===== src/rtl/mm3_pkg.sv =====
// Package for the byte-serial MurmurHash3 x86_32 hasher.
// Holds mixing constants, register indexes, the sequencer state and multiplier op types.
// No dependencies.
`default_nettype none

package mm3_pkg;

    localparam int unsigned HASH_W    = 32;
    localparam int unsigned CFG_IDX_W = 8;

    localparam logic [HASH_W-1:0] MIX_C1     = 32'hcc9e2d51;
    localparam logic [HASH_W-1:0] MIX_C2     = 32'h1b873593;
    localparam logic [HASH_W-1:0] STEP_ADD   = 32'he6546b64;
    localparam logic [HASH_W-1:0] FIN_M1     = 32'h85ebca6b;
    localparam logic [HASH_W-1:0] FIN_M2     = 32'hc2b2ae35;
    localparam logic [HASH_W-1:0] SEED_RESET = 32'h05d9ee90;

    localparam logic [CFG_IDX_W-1:0] CFG_HASH_SEED      = 8'd0;
    localparam logic [CFG_IDX_W-1:0] CFG_CLEAR_TOP_BITS = 8'd1;

    typedef enum logic [1:0] {
        MOP_C1,
        MOP_C2,
        MOP_FM1,
        MOP_FM2
    } mul_op_t;

    typedef enum logic [3:0] {
        S_IDLE,
        S_MIX_C1,
        S_MIX_C2,
        S_MIX_H,
        S_FIN_PREP,
        S_TAIL_C1,
        S_TAIL_C2,
        S_FIN_M1,
        S_FIN_M2,
        S_FIN_OUT
    } seq_state_t;

endpackage

`default_nettype wire


===== src/rtl/mm3_mul_unit.sv =====
// Shared multiply unit: operand pre-mix (none, rotate or xor-shift) and a 32-bit
// multiply by a selected constant, low word kept.
// Depends on mm3_pkg.
`default_nettype none

module mm3_mul_unit
    import mm3_pkg::*;
(
    input  wire mul_op_t           op,
    input  wire logic [HASH_W-1:0] operand,
    output logic      [HASH_W-1:0] product
);

    logic [HASH_W-1:0]   pre;
    logic [HASH_W-1:0]   factor;
    logic [2*HASH_W-1:0] full;

    always_comb
    begin
        unique case (op)
            MOP_C1:
            begin
                pre    = operand;
                factor = MIX_C1;
            end
            MOP_C2:
            begin
                pre    = {operand[HASH_W-16:0], operand[HASH_W-1:HASH_W-15]};
                factor = MIX_C2;
            end
            MOP_FM1:
            begin
                pre    = operand ^ (operand >> 16);
                factor = FIN_M1;
            end
            MOP_FM2:
            begin
                pre    = operand ^ (operand >> 13);
                factor = FIN_M2;
            end
            default:
            begin
                pre    = operand;
                factor = MIX_C1;
            end
        endcase
    end

    assign full    = {{HASH_W{1'b0}}, pre} * {{HASH_W{1'b0}}, factor};
    assign product = full[HASH_W-1:0];

endmodule

`default_nettype wire


===== src/rtl/murmur3_32_byte_hasher.sv =====
// MurmurHash3 x86_32 over a byte stream, one message byte per input transfer.
// A byte that does not complete a 32-bit word is buffered. A byte that
// completes a word passes accept, two scramble multiplies and the hash
// step. The end-of-message transfer then passes a prepare step, two tail
// multiplies when tail bytes remain, two finalizer multiplies and an output
// step; the output stage stalls there only while a previous hash still waits.
// All multiplies go through one shared 32x32 multiplier.
// Configuration writes are accepted only while the sequencer is idle and take
// the cycle ahead of an input transfer offered at the same time.
// Depends on mm3_pkg and mm3_mul_unit.
`default_nettype none

module murmur3_32_byte_hasher
    import mm3_pkg::*;
(
    input  wire logic                 clk,
    input  wire logic                 rst_n,
    input  wire logic                 cfg_valid,
    output logic                      cfg_ready,
    input  wire logic [CFG_IDX_W-1:0] cfg_index,
    input  wire logic [HASH_W-1:0]    cfg_data,
    input  wire logic                 in_valid,
    output logic                      in_ready,
    input  wire logic [7:0]           data_byte,
    input  wire logic                 has_byte,
    input  wire logic                 last_item,
    output logic                      out_valid,
    input  wire logic                 out_ready,
    output logic      [HASH_W-1:0]    hash_value
);

    seq_state_t        state_reg, state_next;
    logic [HASH_W-1:0] seed_reg, seed_next;
    logic              clear_reg, clear_next;
    logic [HASH_W-1:0] hash_reg, hash_next;
    logic [23:0]       pend_reg, pend_next;
    logic [HASH_W-1:0] len_reg, len_next;
    logic [HASH_W-1:0] k_reg, k_next;
    logic [HASH_W-1:0] fin_reg, fin_next;
    logic              last_reg, last_next;
    logic [HASH_W-1:0] out_reg, out_next;
    logic              out_valid_reg, out_valid_next;

    mul_op_t           mul_op;
    logic [HASH_W-1:0] mul_in;
    logic [HASH_W-1:0] mul_out;
    logic [HASH_W-1:0] mix_x;
    logic [HASH_W-1:0] mix_r;
    logic [HASH_W-1:0] fin_x;
    logic [1:0]        slot;
    logic              in_xfer;
    logic              cfg_xfer;

    mm3_mul_unit u_mul (
        .op      (mul_op),
        .operand (mul_in),
        .product (mul_out)
    );

    assign in_ready   = (state_reg == S_IDLE) && !cfg_valid;
    assign cfg_ready  = (state_reg == S_IDLE);
    assign out_valid  = out_valid_reg;
    assign hash_value = out_reg;
    assign in_xfer    = in_valid && in_ready;
    assign cfg_xfer   = cfg_valid && cfg_ready;
    assign slot       = len_reg[1:0];

    assign mix_x = hash_reg ^ k_reg;
    assign mix_r = {mix_x[HASH_W-14:0], mix_x[HASH_W-1:HASH_W-13]};
    assign fin_x = fin_reg ^ (fin_reg >> 16);

    always_ff @(posedge clk or negedge rst_n)
    begin
        if (!rst_n)
        begin
            state_reg     <= S_IDLE;
            seed_reg      <= SEED_RESET;
            clear_reg     <= 1'b0;
            hash_reg      <= SEED_RESET;
            pend_reg      <= '0;
            len_reg       <= '0;
            last_reg      <= 1'b0;
            out_valid_reg <= 1'b0;
        end
        else
        begin
            state_reg     <= state_next;
            seed_reg      <= seed_next;
            clear_reg     <= clear_next;
            hash_reg      <= hash_next;
            pend_reg      <= pend_next;
            len_reg       <= len_next;
            last_reg      <= last_next;
            out_valid_reg <= out_valid_next;
        end
    end

    always_ff @(posedge clk)
    begin
        k_reg   <= k_next;
        fin_reg <= fin_next;
        out_reg <= out_next;
    end

    always_comb
    begin
        state_next     = state_reg;
        seed_next      = seed_reg;
        clear_next     = clear_reg;
        hash_next      = hash_reg;
        pend_next      = pend_reg;
        len_next       = len_reg;
        k_next         = k_reg;
        fin_next       = fin_reg;
        last_next      = last_reg;
        out_next       = out_reg;
        out_valid_next = out_valid_reg && !out_ready;
        mul_op         = MOP_C1;
        mul_in         = k_reg;

        unique case (state_reg)
            S_IDLE:
            begin
                if (in_xfer)
                begin
                    last_next = last_item;
                    if (has_byte)
                    begin
                        len_next = len_reg + 1'b1;
                    end
                    if (has_byte && slot == 2'd3)
                    begin
                        k_next     = {data_byte, pend_reg};
                        pend_next  = '0;
                        state_next = S_MIX_C1;
                    end
                    else
                    begin
                        if (has_byte)
                        begin
                            unique case (slot)
                                2'd0:    pend_next[7:0]   = data_byte;
                                2'd1:    pend_next[15:8]  = data_byte;
                                2'd2:    pend_next[23:16] = data_byte;
                                default: pend_next        = pend_reg;
                            endcase
                        end
                        if (last_item)
                        begin
                            state_next = S_FIN_PREP;
                        end
                    end
                end
            end
            S_MIX_C1:
            begin
                mul_op     = MOP_C1;
                k_next     = mul_out;
                state_next = S_MIX_C2;
            end
            S_MIX_C2:
            begin
                mul_op     = MOP_C2;
                k_next     = mul_out;
                state_next = S_MIX_H;
            end
            S_MIX_H:
            begin
                hash_next  = {mix_r[HASH_W-3:0], 2'b00} + mix_r + STEP_ADD;
                state_next = last_reg ? S_FIN_PREP : S_IDLE;
            end
            S_FIN_PREP:
            begin
                fin_next   = hash_reg ^ len_reg;
                k_next     = {8'h00, pend_reg};
                state_next = (slot != 2'd0) ? S_TAIL_C1 : S_FIN_M1;
            end
            S_TAIL_C1:
            begin
                mul_op     = MOP_C1;
                k_next     = mul_out;
                state_next = S_TAIL_C2;
            end
            S_TAIL_C2:
            begin
                mul_op     = MOP_C2;
                fin_next   = fin_reg ^ mul_out;
                state_next = S_FIN_M1;
            end
            S_FIN_M1:
            begin
                mul_op     = MOP_FM1;
                mul_in     = fin_reg;
                fin_next   = mul_out;
                state_next = S_FIN_M2;
            end
            S_FIN_M2:
            begin
                mul_op     = MOP_FM2;
                mul_in     = fin_reg;
                fin_next   = mul_out;
                state_next = S_FIN_OUT;
            end
            S_FIN_OUT:
            begin
                if (!out_valid_reg || out_ready)
                begin
                    out_next       = clear_reg ? {2'b00, fin_x[HASH_W-3:0]} : fin_x;
                    out_valid_next = 1'b1;
                    hash_next      = seed_reg;
                    pend_next      = '0;
                    len_next       = '0;
                    last_next      = 1'b0;
                    state_next     = S_IDLE;
                end
            end
            default:
            begin
                state_next = S_IDLE;
            end
        endcase

        if (cfg_xfer)
        begin
            if (cfg_index == CFG_HASH_SEED)
            begin
                seed_next = cfg_data;
                if (len_reg == '0)
                begin
                    hash_next = cfg_data;
                end
            end
            else if (cfg_index == CFG_CLEAR_TOP_BITS)
            begin
                clear_next = cfg_data[0];
            end
        end
    end

endmodule

`default_nettype wire

===== config.mk =====
export PLATFORM = sky130hd
export DESIGN_NAME = murmur3_32_byte_hasher
export DESIGN_NICKNAME = d
export VERILOG_FILES = /design/src/rtl/mm3_pkg.sv /design/src/rtl/mm3_mul_unit.sv /design/src/rtl/murmur3_32_byte_hasher.sv
export SDC_FILE = /design/constraint.sdc
export NUM_CORES = 2
export LEC_CHECK = 0
export BUFFER_PORTS_ARGS = -buffer_cell sky130_fd_sc_hd__buf_2
export CORE_AREA = 2 2 206 361
export DETAILED_ROUTE_END_ITERATION = 6
export DIE_AREA = 0 0 208 363
export PLACE_DENSITY = 0.59
export SKIP_LAST_GASP = 1
export SLEW_MARGIN = 20
export SYNTH_ARGS = -nofsm -noshare
export SYNTH_HDL_FRONTEND = slang
export SYNTH_SLANG_ARGS = --single-unit

===== constraint.sdc =====
create_clock -name clk -period 32.2 [get_ports clk]
set_clock_uncertainty 0.05 [all_clocks]
set_input_delay 3.22 -clock clk [delete_from_list [all_inputs] [get_ports clk]]
set_output_delay 3.22 -clock clk [all_outputs]
set_load 0.01 [all_outputs]

# Yosys cells after proc, flatten, opt, wreduce, memory -nomap -nowiden

Cells that the tools add are included.
W data, S select, Z words.

Bits in registers: 223
Output and inout port bits: 35

Add/subtract/negate cells: 3
Multipliers: 1
Equality and inequality tests: 25
Mux-type cells: 37
Bitwise logic cells: 7
Reductions and logical operators: 31

Operator list:

| operator                 | count |
|---|---|
| $mux W32                 | 10 |
| $pmux W32 S4             | 2 |
| $pmux W32 S3             | 2 |
| $pmux W32 S2             | 2 |
| $mux W24                 | 4 |
| $xor A32 B32 Y32         | 3 |
| $xor A32 B16 Y32         | 2 |
| $pmux W24 S2             | 1 |
| $pmux W4 S10             | 1 |
| $add A32 B1 Y32 const B  | 1 |
| $add A32 B32 Y32         | 1 |
| $add A32 B32 Y32 const B | 1 |
| $logic_not A32 Y1        | 1 |
| $mul A32 B32 Y32         | 1 |
| $xor A32 B19 Y32         | 1 |
| $mux W8                  | 3 |
| $eq A4 B3 Y1 const B     | 4 |
| $mux W4                  | 4 |
| $ne A3 B1 Y1 const B     | 5 |
| $reduce_and A5 Y1        | 3 |
| $reduce_and A3 Y1        | 4 |
| $eq A2 B2 Y1 const B     | 4 |
| $eq A4 B2 Y1 const B     | 2 |
| $eq A4 B4 Y1 const B     | 2 |
| 23 further kinds         | 40 |

# Logic depth before layout (Yosys ltp)

Depth after elaboration: 8
Gate-level depth with buffers: 49
Mapped depth without buffers: 41

# Modules after synthesis

From an unflattened synthesis, not the netlist that was laid out.

Cell total of the unflattened synthesis: 3086
Area total of the unflattened synthesis: 29285.6 µm²

Modules (own cells, without submodules):

| module                 | times used | cells an instance | area each (µm²) | sequential area each (µm²) |
|---|---|---|---|---|
| mm3_mul_unit           | 1          | 1833              | 16163.0         | 0.0 |
| murmur3_32_byte_hasher | 1          | 1253              | 13122.6         | 6098.3 |

# Worst setup path before layout

OpenSTA, ideal clock, no wires.

Path type: register to register
Start point: register state_reg[1]
End point: register k_reg[31] (data pin)
Library setup time: 0.256 ns
Arrival time: 10.388 ns
Path slack: 21.506 ns
Cell stages (with the launch flop): 45
Path through: dfrtp_1 -> buf_6 -> nor4b_4 -> nor2_4 -> inv_2 -> buf_2 -> buf_2 -> clkbuf_1 -> clkbuf_1 -> ha_1 -> buf_1 -> inv_1 -> clkbuf_1 -> o32ai_1 -> a211o_1 -> clkbuf_1 -> inv_1 -> nor2_1 -> (+9 left out) -> inv_1 -> fa_1 -> inv_1 -> fa_1 -> fa_1 -> ha_1 -> a21o_1 -> a21oi_1 -> o21ai_0 -> a21oi_1 -> o31ai_1 -> a32oi_1 -> nand2b_1 -> a221o_1 -> a21o_1 -> a21oi_1 -> xnor2_1 -> a22o_1

Cells in the longest elaborated chain, start to end: 7
Elaborated cells on any way between the ends: 23

RTL lines:

| element                                        | RTL line                      | RTL |
|---|---|---|
| from (decl)                                    | murmur3_32_byte_hasher.sv:32  | `seq_state_t state_reg, state_next;` |
| from (signal assigned)                         | murmur3_32_byte_hasher.sv:87  | `state_reg <= state_next;` |
| $eq A4 B3 Y1 (tied with other cells)           | murmur3_32_byte_hasher.sv:121 | `unique case (state_reg)` |
| $reduce_or A2 Y1 (no source line)              | --                            |  |
| $pmux W2 S3 / $mux W32 (equally long branches) | murmur3_32_byte_hasher.sv:121 |  |
| $eq A2 B2 Y1 (tied with other cells)           | mm3_mul_unit.sv:20            | `unique case (op)` |
| $pmux W32 S4                                   | mm3_mul_unit.sv:20            |  |
| $mul A32 B32 Y32                               | mm3_mul_unit.sv:49            | `assign full = {{HASH_W{1'b0}}, pre} * {{HASH_W{1'b0}}, factor};` |
| $pmux W32 S3 (*)                               | murmur3_32_byte_hasher.sv:121 |  |
| net k_next[31]                                 | murmur3_32_byte_hasher.sv:38  | `logic [HASH_W-1:0] k_reg, k_next;` |
| to (signal assigned)                           | murmur3_32_byte_hasher.sv:100 | `k_reg <= k_next;` |
| to (decl)                                      | murmur3_32_byte_hasher.sv:38  |  |

Mark *: on every way through the listed nets, which the timed path passes. The rest lies on a longest branch. The select of a mux whose other input is x is not followed.
A chain may end at the register's enable or synchronous reset.

# Final worst setup path

Start point: register state_reg[3]
End point: register k_reg[31] (data pin)

The elaborated chain is that of the path after synthesis.

==> results list <==
- The run finished with clean final reports.
* Number of buffers added on ports: 89
- In the synthesized netlist the dominant register cell turns out to be sky130_fd_sc_hd__dfrtp_1.
- Fmax achieved: 0.0786 GHz
* Adder and majority cell fraction of the synthesized area: 0.361
- Summing all multi-input logic gate instances after layout gives 20100 µm².
* Max Transition Viols Final: 0
- Num rows: 131
- Fraction of final layout cells with drive strength greater than 1: 0.0932
- Library cell used as clock root buffer: sky130_fd_sc_hd__clkbuf_16
* Maximum number of buffers from clock root to sink: 3
- Post-CTS setup buffer count: 0
- Total of flip-flops plus latches after synthesis: 223
- Synthesized Nets: 3718
* TritonCTS clock tree: built
* Overall overflow remaining after global route: 0
- Register cell area after layout: 6100 µm²
- From bottom edge to top edge, the die measures 363 µm.
* Time the worst path needs with I/O delays and setup: 12.73 ns
* CP most frequent cell: sky130_fd_sc_hd__inv_1
- Routability-driven placement finished with a final weighted congestion of 1.03.
- Of all nets on the critical path, the largest fanout is 26.
- Global-route wire length before repair: 167000 µm
- Async set-reset flop share out of synthesis: 0.570
* Cts hold-fix bufs: 0
* Setup total negative slack: 0 ns
- Placed wire-length estimate after detailed placement: 96000 µm
* Final Setup Violations: 0
- The number of hold violations in the final report is 0.
- Using the TritonRoute via totals, the vias-per-cell ratio works out to 5.62.
- H-tree level count: 1
- Cell types with the largest area share after synthesis: sky130_fd_sc_hd__fa_1, sky130_fd_sc_hd__edfxtp_1, sky130_fd_sc_hd__ha_1
* Count leader, synth: sky130_fd_sc_hd__inv_1
- After detailed routing, the total wire length is 116000 µm.
- WS Path Type: reg2reg
* Slowest cell on the critical path: sky130_fd_sc_hd__dfrtp_1
* Count of cells resized by post-cts repair: 0
- After routing the design area is 31100 µm².
- For this configuration, the core starts out at a cell density of 0.398.
- sky130_fd_sc_hd__fa_1 takes more of the synthesized area than any other cell.
- Post-synthesis simple-gate area fraction: 0.115
- DRC Markers: 0
* Pre-Repair DR Iteration Count: 5
* Gate count of the mapped netlist: 3066
- Layout fillers: 7311
- The worst setup path is captured at a flop.
- For the worst setup path, the data required time is 32.47 ns.
- WP buf/inv: 12
- Setup repair after global routing left no endpoint under its margin.
* Drt wl/cell: 28.6 µm
* Slowest Stage Delay on Critical Path: 0.93 ns
* Clock net sink count: 223
- Placed Instance Area: 30300 µm²
* Relative slew slack: 0.205
- TritonCTS created 22 clock buffers.
- Post-synthesis compound-gate area fraction: 0.111
* Family with the most delay on the worst path: adder cells
- The die covers 75500 µm².
- Via count of the first global-routing pass: 24400
- The tightest min-delay check is of the reg2reg type.
* Largest net degree at the start of global routing: 74
- Worst skew pair latency: 0.57 ns
* Area added between synthesis and finish: 7.93%
* Iter 0 DRT Violations: 1652
* Aggregate global-route resource usage: 0.310
- Worst Hold Slack: 0.436 ns
- Top cell type's share of synthesized area: 0.272
- Dividing the final minimum period by the clock period gives 0.395.
* Average footprint of a synthesized cell: 9.40 µm²
* Yosys warnings: 0
- Sequential-to-total area share from yosys stat: 0.212
* Xor-xnor portion of the synthesized cell area: 0.0829
* Antenna violations before repair: 3
- Summing over every cut layer, the via total after detailed routing is 22819.
* Post-Synthesis Cell Area: 28800 µm²
- Yosys mapped a number of flops with a built-in enable equal to 96.
- The worst setup path is launched from a flop.
- In this run the remaining antenna-violating nets after routing total 0.
- Mux cell area share after synthesis: 0.0232
- The floorplan step set the die width to 208 µm.
- The core region is 72400 µm².
* Count of cell types in the netlist: 94
- The tool flagged a number of max-cap violations equal to 0.
- By area, the combinational part of the netlist is dominated by adder cells.
- Most common library cells after synthesis: sky130_fd_sc_hd__inv_1, sky130_fd_sc_hd__fa_1, sky130_fd_sc_hd__nand2_1, sky130_fd_sc_hd__nor2_1, sky130_fd_sc_hd__ha_1
* Tightest Pin Transition: 1.19 ns
- For this run, the post-layout net count is 3759.
- Clock-pin slew was measured on the worst setup and hold paths at 0.08 ns.
- 90 I/O pins were placed.
- Data arrival time of the worst path: 13.00 ns
[kinds of logic (layout without fill, tap and decap cells)]
group           count (synthesis)  count (layout)
buf+inv                       713             770
mux                            61              61
fa+ha+maj                     597             597
compound gates                470             470
other cells                     0               3
xor+xnor                      269             269
flops                         223             223
simple gates                  733             733
[layer usage]
layer  wire (µm)  global-route usage
met1       35500               0.295
met2       60300               0.571
met3        6260              0.0403
met4       13900               0.288
met5          14                   0
[placed cells by master, fill, tap and decap left out, types with 18 or more instances in the layout]
| cell type | netlist | routed |
|---|---|---|
| sky130_fd_sc_hd__nor2b_1 | 27 | 27 |
| sky130_fd_sc_hd__o221ai_1 | 31 | 31 |
| sky130_fd_sc_hd__o21ai_0 | 115 | 114 |
| sky130_fd_sc_hd__fa_1 | 392 | 392 |
| sky130_fd_sc_hd__dfrtp_1 | 97 | 97 |
| sky130_fd_sc_hd__xnor2_1 | 134 | 134 |
| sky130_fd_sc_hd__nor3_1 | 21 | 20 |
| sky130_fd_sc_hd__and2_1 | 33 | 33 |
| sky130_fd_sc_hd__dfstp_2 | 30 | 30 |
| sky130_fd_sc_hd__mux2_2 | 36 | 36 |
| sky130_fd_sc_hd__a222oi_1 | 18 | 18 |
| sky130_fd_sc_hd__xor2_1 | 132 | 132 |
| sky130_fd_sc_hd__inv_1 | 586 | 586 |
| sky130_fd_sc_hd__buf_4 | 0 | 47 |
| sky130_fd_sc_hd__clkbuf_16 | 0 | 24 |
| sky130_fd_sc_hd__a21oi_1 | 106 | 105 |
| sky130_fd_sc_hd__a21o_1 | 26 | 26 |
| sky130_fd_sc_hd__nand2_1 | 299 | 298 |
| sky130_fd_sc_hd__nor2_1 | 215 | 210 |
| sky130_fd_sc_hd__buf_2 | 12 | 88 |
| sky130_fd_sc_hd__edfxtp_1 | 96 | 96 |
| sky130_fd_sc_hd__ha_1 | 205 | 203 |
| sky130_fd_sc_hd__nand3_1 | 31 | 31 |
| sky130_fd_sc_hd__mux2i_1 | 22 | 22 |
[worst register-to-register path, delay by kind of cell (launching register included)]
family | cells | cell delay (ns)
adders and majority gates | 10 | 3.71
buffers and inverters | 12 | 2.87
and+or+nand+nor | 9 | 2.53
AOI/OAI and AO/OA | 10 | 2.30
DFF | 1 | 0.93
xor gates and xnor gates | 1 | 0.12
[through the flow]
stage	setup slack, ns	cells	utilization
after floorplan	21.51	3066	-
after global placement	19.94	4014	0.419
after detailed placement	19.79	4014	0.419
after CTS	19.80	4054	0.429
after global routing	18.95	4054	0.429
final	19.47	4057	0.429
[path summary, 6_finish.rpt]
| path | from | endpoint | slack (ns) | cells after the start |
|---|---|---|---|---|
| worst max-delay path | state_reg[3] | k_reg[31] | 19.47 | 42 |
| worst min-delay path | pend_reg[23] | pend_reg[23] | 0.44 | 2 |
| worst max register to register | state_reg[3] | k_reg[31] | 19.47 | 42 |
| worst min register to register | pend_reg[23] | pend_reg[23] | 0.44 | 2 |
| max in group asynchronous | rst_n | len_reg[21] | 28.16 | 2 |
| min in group asynchronous | rst_n | seed_reg[0] | 2.60 | 1 |
[final cells by class]
cell class / count / share of cell area
Sequential cell: 223 / 0.196
Inverter: 594 / 0.0717
Clock buffer: 30 / 0.0208
Multi-Input combinational cell: 2130 / 0.645
Antenna cell: 3 / 0.000241
Clock inverter: 10 / 0.00330
Tap cell: 931 / 0.0374
Timing Repair Buffer: 136 / 0.0259
Power is left out: the tool's default activity adds up to more than one toggle a clock period on the data nets, which glitch-free logic cannot reach.
